### config.mk
export PLATFORM = sky130hd
export DESIGN_NAME = rsi_finish
export DESIGN_NICKNAME = d
export VERILOG_FILES = /design/src/sv/rsi_pkg.sv /design/src/sv/rsi_finish.sv
export SDC_FILE = /design/constraint.sdc
export NUM_CORES = 2
export LEC_CHECK = 0
export BUFFER_PORTS_ARGS = -buffer_cell sky130_fd_sc_hd__buf_2
export CAP_MARGIN = 20
export CORE_MARGIN = 2
export CORE_UTILIZATION = 35
export DETAILED_ROUTE_END_ITERATION = 8
export HOLD_SLACK_MARGIN = 0.08
export PLACE_DENSITY = 0.57
export REMOVE_ABC_BUFFERS = 1
export SLEW_MARGIN = 10
export SYNTH_ARGS = -nofsm -noshare
export SYNTH_HDL_FRONTEND = slang
export SYNTH_SLANG_ARGS = --single-unit
### constraint.sdc
create_clock -name clock -period 19.29 [get_ports clock]
set_input_delay 2.8935 -clock clock [delete_from_list [all_inputs] [get_ports clock]]
set_output_delay 2.8935 -clock clock [all_outputs]
set_load 0.02 [all_outputs]
### src/sv/rsi_pkg.sv
// ----------------------------------------------------------------------------
// rsi_pkg: shared types and constants for the ray/sphere intersector
// Fixed-point formats, internal widths, register map and payload structs.
// ----------------------------------------------------------------------------
`default_nettype none

package rsi_pkg;

   // Fixed-point formats
   localparam int POS_FRAC_BITS = 16;
   localparam int DIR_FRAC_BITS = 14;

   // Field widths
   localparam int POS_W  = 32;
   localparam int DIR_W  = 16;
   localparam int DIST_W = 31;

   // Internal widths
   localparam int P_W     = POS_W + 1;              // origin - center
   localparam int PD_W    = P_W + DIR_W;            // p * d
   localparam int S_W     = PD_W + 2;               // sum of three p * d
   localparam int PP_W    = 2 * P_W;                // p * p
   localparam int RR_W    = 2 * DIST_W;             // r * r
   localparam int CC_W    = PP_W + 2;               // |p|^2 - r^2
   localparam int SLO_W   = 32;                     // low slice of |s|
   localparam int SHI_W   = S_W - SLO_W;            // high slice of |s|
   localparam int DISC_W  = 2 * S_W + 2;            // discriminant
   localparam int Q_W     = DISC_W / 2;             // square root
   localparam int REM_W   = Q_W + 3;                // square root remainder
   localparam int NA_W    = Q_W + 2;                // -s -/+ q
   localparam int RT_W    = NA_W - DIR_FRAC_BITS;   // root in position scale
   localparam int TD_W    = DIST_W + 1 + DIR_W;     // t * d
   localparam int ACC_W   = TD_W + 1;               // o * 2^DIR + t * d
   localparam int PT_W    = ACC_W - DIR_FRAC_BITS;  // point before saturation

   // Stream word widths
   localparam int REQ_BITS  = 3 * POS_W + 3 * DIR_W + 2 * DIST_W;
   localparam int REQ_DATA_W = ((REQ_BITS + 7) / 8) * 8;
   localparam int RSP_BITS  = DIST_W + 3 * POS_W;
   localparam int RSP_DATA_W = ((RSP_BITS + 7) / 8) * 8;

   // Register map
   localparam int CSR_ADDR_W = 4;
   localparam int CSR_DATA_W = 32;
   localparam logic [DIST_W-1:0] RADIUS_RESET = DIST_W'(1 << POS_FRAC_BITS);

   typedef enum logic [1:0] {
      REG_CENTER_X = 2'd0,
      REG_CENTER_Y = 2'd1,
      REG_CENTER_Z = 2'd2,
      REG_RADIUS   = 2'd3
   } reg_index_type;

   // One ray
   typedef struct packed {
      logic signed [POS_W-1:0] origin_x;
      logic signed [POS_W-1:0] origin_y;
      logic signed [POS_W-1:0] origin_z;
      logic signed [DIR_W-1:0] dir_x;
      logic signed [DIR_W-1:0] dir_y;
      logic signed [DIR_W-1:0] dir_z;
      logic [DIST_W-1:0]       near_dist;
      logic [DIST_W-1:0]       far_dist;
   } ray_type;

   // Ray plus what the root stages need
   typedef struct packed {
      ray_type               ray;
      logic signed [S_W-1:0] s;
      logic                  miss;
   } item_type;

   // Saturate a point component to the signed position range
   function automatic logic signed [POS_W-1:0] sat_pos(input logic signed [PT_W-1:0] v);
      logic signed [PT_W-1:0] hi_lim;
      logic signed [PT_W-1:0] lo_lim;
      hi_lim = PT_W'({1'b0, {(POS_W-1){1'b1}}});
      lo_lim = -hi_lim - PT_W'(1);
      if (v > hi_lim) begin
         sat_pos = {1'b0, {(POS_W-1){1'b1}}};
      end else if (v < lo_lim) begin
         sat_pos = {1'b1, {(POS_W-1){1'b0}}};
      end else begin
         sat_pos = v[POS_W-1:0];
      end
   endfunction

endpackage

`default_nettype wire

### src/sv/rsi_finish.sv
// ----------------------------------------------------------------------------
// rsi_finish: root selection, hit point and output register
// Roots, window test, t * d products, then sum, saturation into the output.
// Also produces the pipeline advance enable.
// ----------------------------------------------------------------------------
`default_nettype none

module rsi_finish import rsi_pkg::*; (
   input  wire logic                  clock,
   input  wire logic                  reset,
   input  wire logic                  in_valid,
   input  wire item_type              in_item,
   input  wire logic [Q_W-1:0]        in_root,
   input  wire logic                  rsp_ready,
   output logic                       en,
   output logic                       rsp_valid,
   output logic                       rsp_hit,
   output logic [DIST_W-1:0]          rsp_dist,
   output logic signed [POS_W-1:0]    rsp_px,
   output logic signed [POS_W-1:0]    rsp_py,
   output logic signed [POS_W-1:0]    rsp_pz
);

   // stage 1: both roots
   logic                   v1_ff;
   item_type               item1_ff;
   logic signed [RT_W-1:0] rt0_ff, rt1_ff;
   // stage 2: window test
   logic                   v2_ff;
   ray_type                ray2_ff;
   logic                   hit2_ff;
   logic [DIST_W-1:0]      t2_ff;
   // stage 3: t * d
   logic                   v3_ff;
   ray_type                ray3_ff;
   logic                   hit3_ff;
   logic [DIST_W-1:0]      t3_ff;
   logic signed [TD_W-1:0] tdx_ff, tdy_ff, tdz_ff;
   // output register
   logic                   out_valid_ff;
   logic                   out_hit_ff;
   logic [DIST_W-1:0]      out_dist_ff;
   logic signed [POS_W-1:0] out_px_ff, out_py_ff, out_pz_ff;

   logic signed [NA_W-1:0]  na, fa;
   logic signed [RT_W-1:0]  near_s, far_s;
   logic                    in0, in1;
   logic signed [TD_W-1:0]  t_s;
   logic signed [ACC_W-1:0] accx, accy, accz;
   logic                    load;
   logic                    out_valid_in;

   // advance unless a finished word is blocked at the output and stage 3 holds a ray
   assign en   = !out_valid_ff || rsp_ready || !v3_ff;
   assign load = en && v3_ff;
   assign out_valid_in = load ? 1'b1 : (out_valid_ff && !rsp_ready);

   always_ff @(posedge clock) begin
      if (reset) begin
         v1_ff        <= 1'b0;
         v2_ff        <= 1'b0;
         v3_ff        <= 1'b0;
         out_valid_ff <= 1'b0;
      end else begin
         out_valid_ff <= out_valid_in;
         if (en) begin
            v1_ff <= in_valid;
            v2_ff <= v1_ff;
            v3_ff <= v2_ff;
         end
      end
   end

   // stage 1: floor((-s -/+ q) / 2^DIR)
   assign na = -NA_W'(in_item.s) - $signed({2'b00, in_root});
   assign fa = -NA_W'(in_item.s) + $signed({2'b00, in_root});

   always_ff @(posedge clock) begin
      if (en) begin
         item1_ff <= in_item;
         rt0_ff   <= na[NA_W-1:DIR_FRAC_BITS];
         rt1_ff   <= fa[NA_W-1:DIR_FRAC_BITS];
      end
   end

   // stage 2: near root first, then far root
   assign near_s = $signed({{(RT_W-DIST_W){1'b0}}, item1_ff.ray.near_dist});
   assign far_s  = $signed({{(RT_W-DIST_W){1'b0}}, item1_ff.ray.far_dist});
   assign in0    = (rt0_ff >= near_s) && (rt0_ff <= far_s);
   assign in1    = (rt1_ff >= near_s) && (rt1_ff <= far_s);

   always_ff @(posedge clock) begin
      if (en) begin
         ray2_ff <= item1_ff.ray;
         hit2_ff <= !item1_ff.miss && (in0 || in1);
         t2_ff   <= in0 ? rt0_ff[DIST_W-1:0] : rt1_ff[DIST_W-1:0];
      end
   end

   // stage 3: t * d
   assign t_s = $signed({{(TD_W-DIST_W){1'b0}}, t2_ff});

   always_ff @(posedge clock) begin
      if (en) begin
         ray3_ff <= ray2_ff;
         hit3_ff <= hit2_ff;
         t3_ff   <= t2_ff;
         tdx_ff  <= t_s * TD_W'(ray2_ff.dir_x);
         tdy_ff  <= t_s * TD_W'(ray2_ff.dir_y);
         tdz_ff  <= t_s * TD_W'(ray2_ff.dir_z);
      end
   end

   // output: o * 2^DIR + t * d, floor shift, saturate
   assign accx = (ACC_W'(ray3_ff.origin_x) <<< DIR_FRAC_BITS) + ACC_W'(tdx_ff);
   assign accy = (ACC_W'(ray3_ff.origin_y) <<< DIR_FRAC_BITS) + ACC_W'(tdy_ff);
   assign accz = (ACC_W'(ray3_ff.origin_z) <<< DIR_FRAC_BITS) + ACC_W'(tdz_ff);

   always_ff @(posedge clock) begin
      if (load) begin
         out_hit_ff  <= hit3_ff;
         out_dist_ff <= hit3_ff ? t3_ff : '0;
         out_px_ff   <= hit3_ff ? sat_pos(accx[ACC_W-1:DIR_FRAC_BITS]) : '0;
         out_py_ff   <= hit3_ff ? sat_pos(accy[ACC_W-1:DIR_FRAC_BITS]) : '0;
         out_pz_ff   <= hit3_ff ? sat_pos(accz[ACC_W-1:DIR_FRAC_BITS]) : '0;
      end
   end

   assign rsp_valid = out_valid_ff;
   assign rsp_hit   = out_hit_ff;
   assign rsp_dist  = out_dist_ff;
   assign rsp_px    = out_px_ff;
   assign rsp_py    = out_py_ff;
   assign rsp_pz    = out_pz_ff;

endmodule

`default_nettype wire

==> impl_metrics.env <==
export IMPL_numPortBuffers=443
export IMPL_die_y_um=501.2
export IMPL_critPathBufInv=4
export IMPL_drc_errors=0
export IMPL_synth_edff_count=821
export IMPL_synth_area_leaders="edfxtp_1 28%, fa_1 28%, ha_1 11%"
export IMPL_cts_max_level=3
export IMPL_netlist_area_leader_share_pct=28.49
export IMPL_post_route_cell_area_um2=95950
export IMPL_drt_iter0_drc=3851
export IMPL_hold_depth=0
export IMPL_finalWeightedCongestion=0.8858
export IMPL_critPathMaxStageDelay_ns=0.75
export IMPL_initial_core_util_pct=35.19
export IMPL_synth_flop_cell="edfxtp_1"
export IMPL_start_kind="flop"
export IMPL_fillCellCount=24000
export IMPL_status="complete, no violations"
export IMPL_final_util_pct=39.01
export IMPL_cts_tree="built"
export IMPL_clock_sinks=825
export IMPL_end_kind="flop"
export IMPL_grt_use_total_pct=18.97
export IMPL_cp_cell_sequence="buf_4, nand2_1, fa_1, fa_1, fa_1, inv_1, fa_1, fa_1, inv_1, fa_1, inv_1, ha_1, a21oi_1, a21boi_0, a311o_1, a2111oi_2, o21ai_0, a31oi_1, a21boi_1, o21ai_1, a21o_1, a21oi_1, xnor2_1"
export IMPL_synth_warnings=0
export IMPL_dp_hpwl_um=171000
export IMPL_clock_latency_ns=0.80
export IMPL_finalSetupViolations=0
export IMPL_yosysUniqueCellTypes=95
export IMPL_num_vias=59249
export IMPL_critPathKind="reg -> reg"
export IMPL_met2_length_um=112400
export IMPL_syn_area_per_cell_um2=10.36
export IMPL_grt_pass1_wl_um=368300
export IMPL_synth_common_cells="1661 x inv_1, 1212 x fa_1, 892 x nand2_1"
export IMPL_cap_violations=0
export IMPL_rsz0062_at_grt="false"
export IMPL_cp_max_fo=41
export IMPL_cts_root_buf="clkbuf_16"
export IMPL_postCtsSetupBuffers=0
export IMPL_clk_pin_slew_ns=0.07
export IMPL_worstMarginPinSlew_ns=1.018
export IMPL_finalCriticalPeriod_ns=8.216
export IMPL_maxSlewViolCount=0
export IMPL_rr_worst_depth=23
export IMPL_fp_dieW_um=501.2
export IMPL_place_area_um2=92260
export IMPL_seq_area_frac_synth_pct=28.58
export IMPL_grt_pass1_vias=64142
export IMPL_globalRouteOverflowTotal=0
export IMPL_yosysTopAreaCell="edfxtp_1"
export IMPL_rows=182
export IMPL_synth_most_common_cell="inv_1"
export IMPL_dieArea_um2=251200
export IMPL_synth_seq_cells=825
export IMPL_drive_gt1_share_pct=9.177
export IMPL_regArea_um2=24730
export IMPL_syn_area_um2=86540
export IMPL_crit_cells=23
export IMPL_crit_family="adder cells"
export IMPL_io_pin_count=444
export IMPL_via_per_inst=4.952
export IMPL_cts_buffers=103
export IMPL_multiInputGateArea_um2=54200
export IMPL_top_layer_used="met5"
export IMPL_clock_fmax_mhz=121.7
export IMPL_grt_max_degree=176
export IMPL_crit_slowest_cell="a2111oi_2"
export IMPL_core_um2=245900
export IMPL_critPathRequiredTime_ns=19.79
export IMPL_hp_class="reg -> reg"
export IMPL_maxSlewHeadroom_pct=32.11
export IMPL_area_growth_pct=10.87
export IMPL_nets=10955
export IMPL_syn_inst=8356
export IMPL_critPathArrivalTime_ns=8.72
export IMPL_wirelength_um=236900
export IMPL_hold_viol=0
export IMPL_crit_top_cell="fa_1"
export IMPL_fin_skew_ns=0.05772
export IMPL_min_period_over_period_pct=42.59
export IMPL_cts_path_max_buffers=3
export IMPL_drtAntennaViolNets=0
export IMPL_dr_pass1_iters=6
export IMPL_cts_resized=0
export IMPL_grt_antenna_before_repair=27
export IMPL_async_reset_ff_share_pct=0
export IMPL_routed_wl_met3_um=13850
export IMPL_hold_buffers=0
export IMPL_m1WireLength_um=102500
export IMPL_avgRoutedWirePerCell_um=19.80
-- metrics by stage --
stage | instances | TNS [ns] | worst slack (ns) | hold slack [ns]
after floorplan | 7994 | -84.85 | -1.171 | 0.4003
after global placement | 11761 | 0 | 11.18 | 0.4003
after detailed placement | 11762 | 0 | 11.11 | 0.4045
after CTS | 11953 | 0 | 11.07 | 0.3926
after global routing | 11959 | 0 | 10.65 | 0.3920
final | 11964 | 0 | 11.07 | 0.3881
-- flip-flops by register name, indices dropped and copies added, names as in the netlist, 31 cells and up --
register  cells
rsp_pz       32
item1_ff    176
t2_ff        31
ray2_ff     144
t3_ff        31
rsp_py       32
tdx_ff       34
rt1_ff       40
tdy_ff       34
tdz_ff       34
rsp_px       32
rsp_dist     31
far_s        31
ray3_ff      96
rt0_ff       40
-- path summary, 6_finish.rpt --
path                                               from  slack [ns]                     end
worst min-delay path            item1_ff[163]$_DFFE_PP_        0.39  ray2_ff[111]$_DFFE_PP_
worst min register to register  item1_ff[163]$_DFFE_PP_        0.39  ray2_ff[111]$_DFFE_PP_
worst max-delay path                t2_ff[15]$_DFFE_PP_       11.07    tdz_ff[41]$_DFFE_PP_
worst max register to register      t2_ff[15]$_DFFE_PP_       11.07    tdz_ff[41]$_DFFE_PP_
-- cell usage in the layout (no fill, tap or decap), drive strengths merged, types with 113 or more instances in the layout --
cell	instances
and2	679
xnor2	200
nand2	892
ha	776
o21ai	236
fa	1212
buf	553
clkbuf	113
nor2	247
a21o	137
edfxtp	821
inv	1680
a21oi	280
-- cell type report --
class	count	area share [%]
Inverter	1662	6.502
Sequential cell	825	25.78
Multi-Input combinational cell	5507	56.49
Clock inverter	79	0.9624
Antenna cell	5	0.01304
Timing Repair Buffer	554	3.311
Tap cell	3220	4.199
Clock buffer	112	2.744
-- per-layer routing --
layer / vias up / GRT usage, %
met5: - / 0
met2: 1798 / 31.89
met3: 433 / 3.170
met4: 24 / 5.876
li1: 27053 / -
met1: 29941 / 24.94
-- cells by family (layout without fill, tap and decap cells) --
logic type | count (synthesis) | in the layout | synth area share [%]
and+or+nand+nor | 2223 | 2223 | 12.71
buffers and inverters | 2024 | 2407 | 8.827
adders and majority gates | 1988 | 1988 | 39.26
AOI/OAI and AO/OA | 958 | 958 | 7.104
DFF | 825 | 825 | 28.58
xor gates and xnor gates | 307 | 307 | 3.116
muxes | 31 | 31 | 0.4019
other | 0 | 5 | 0
Power is not shown: default switching activity piles up to over one toggle a cycle in this logic, so the estimate is an artifact.
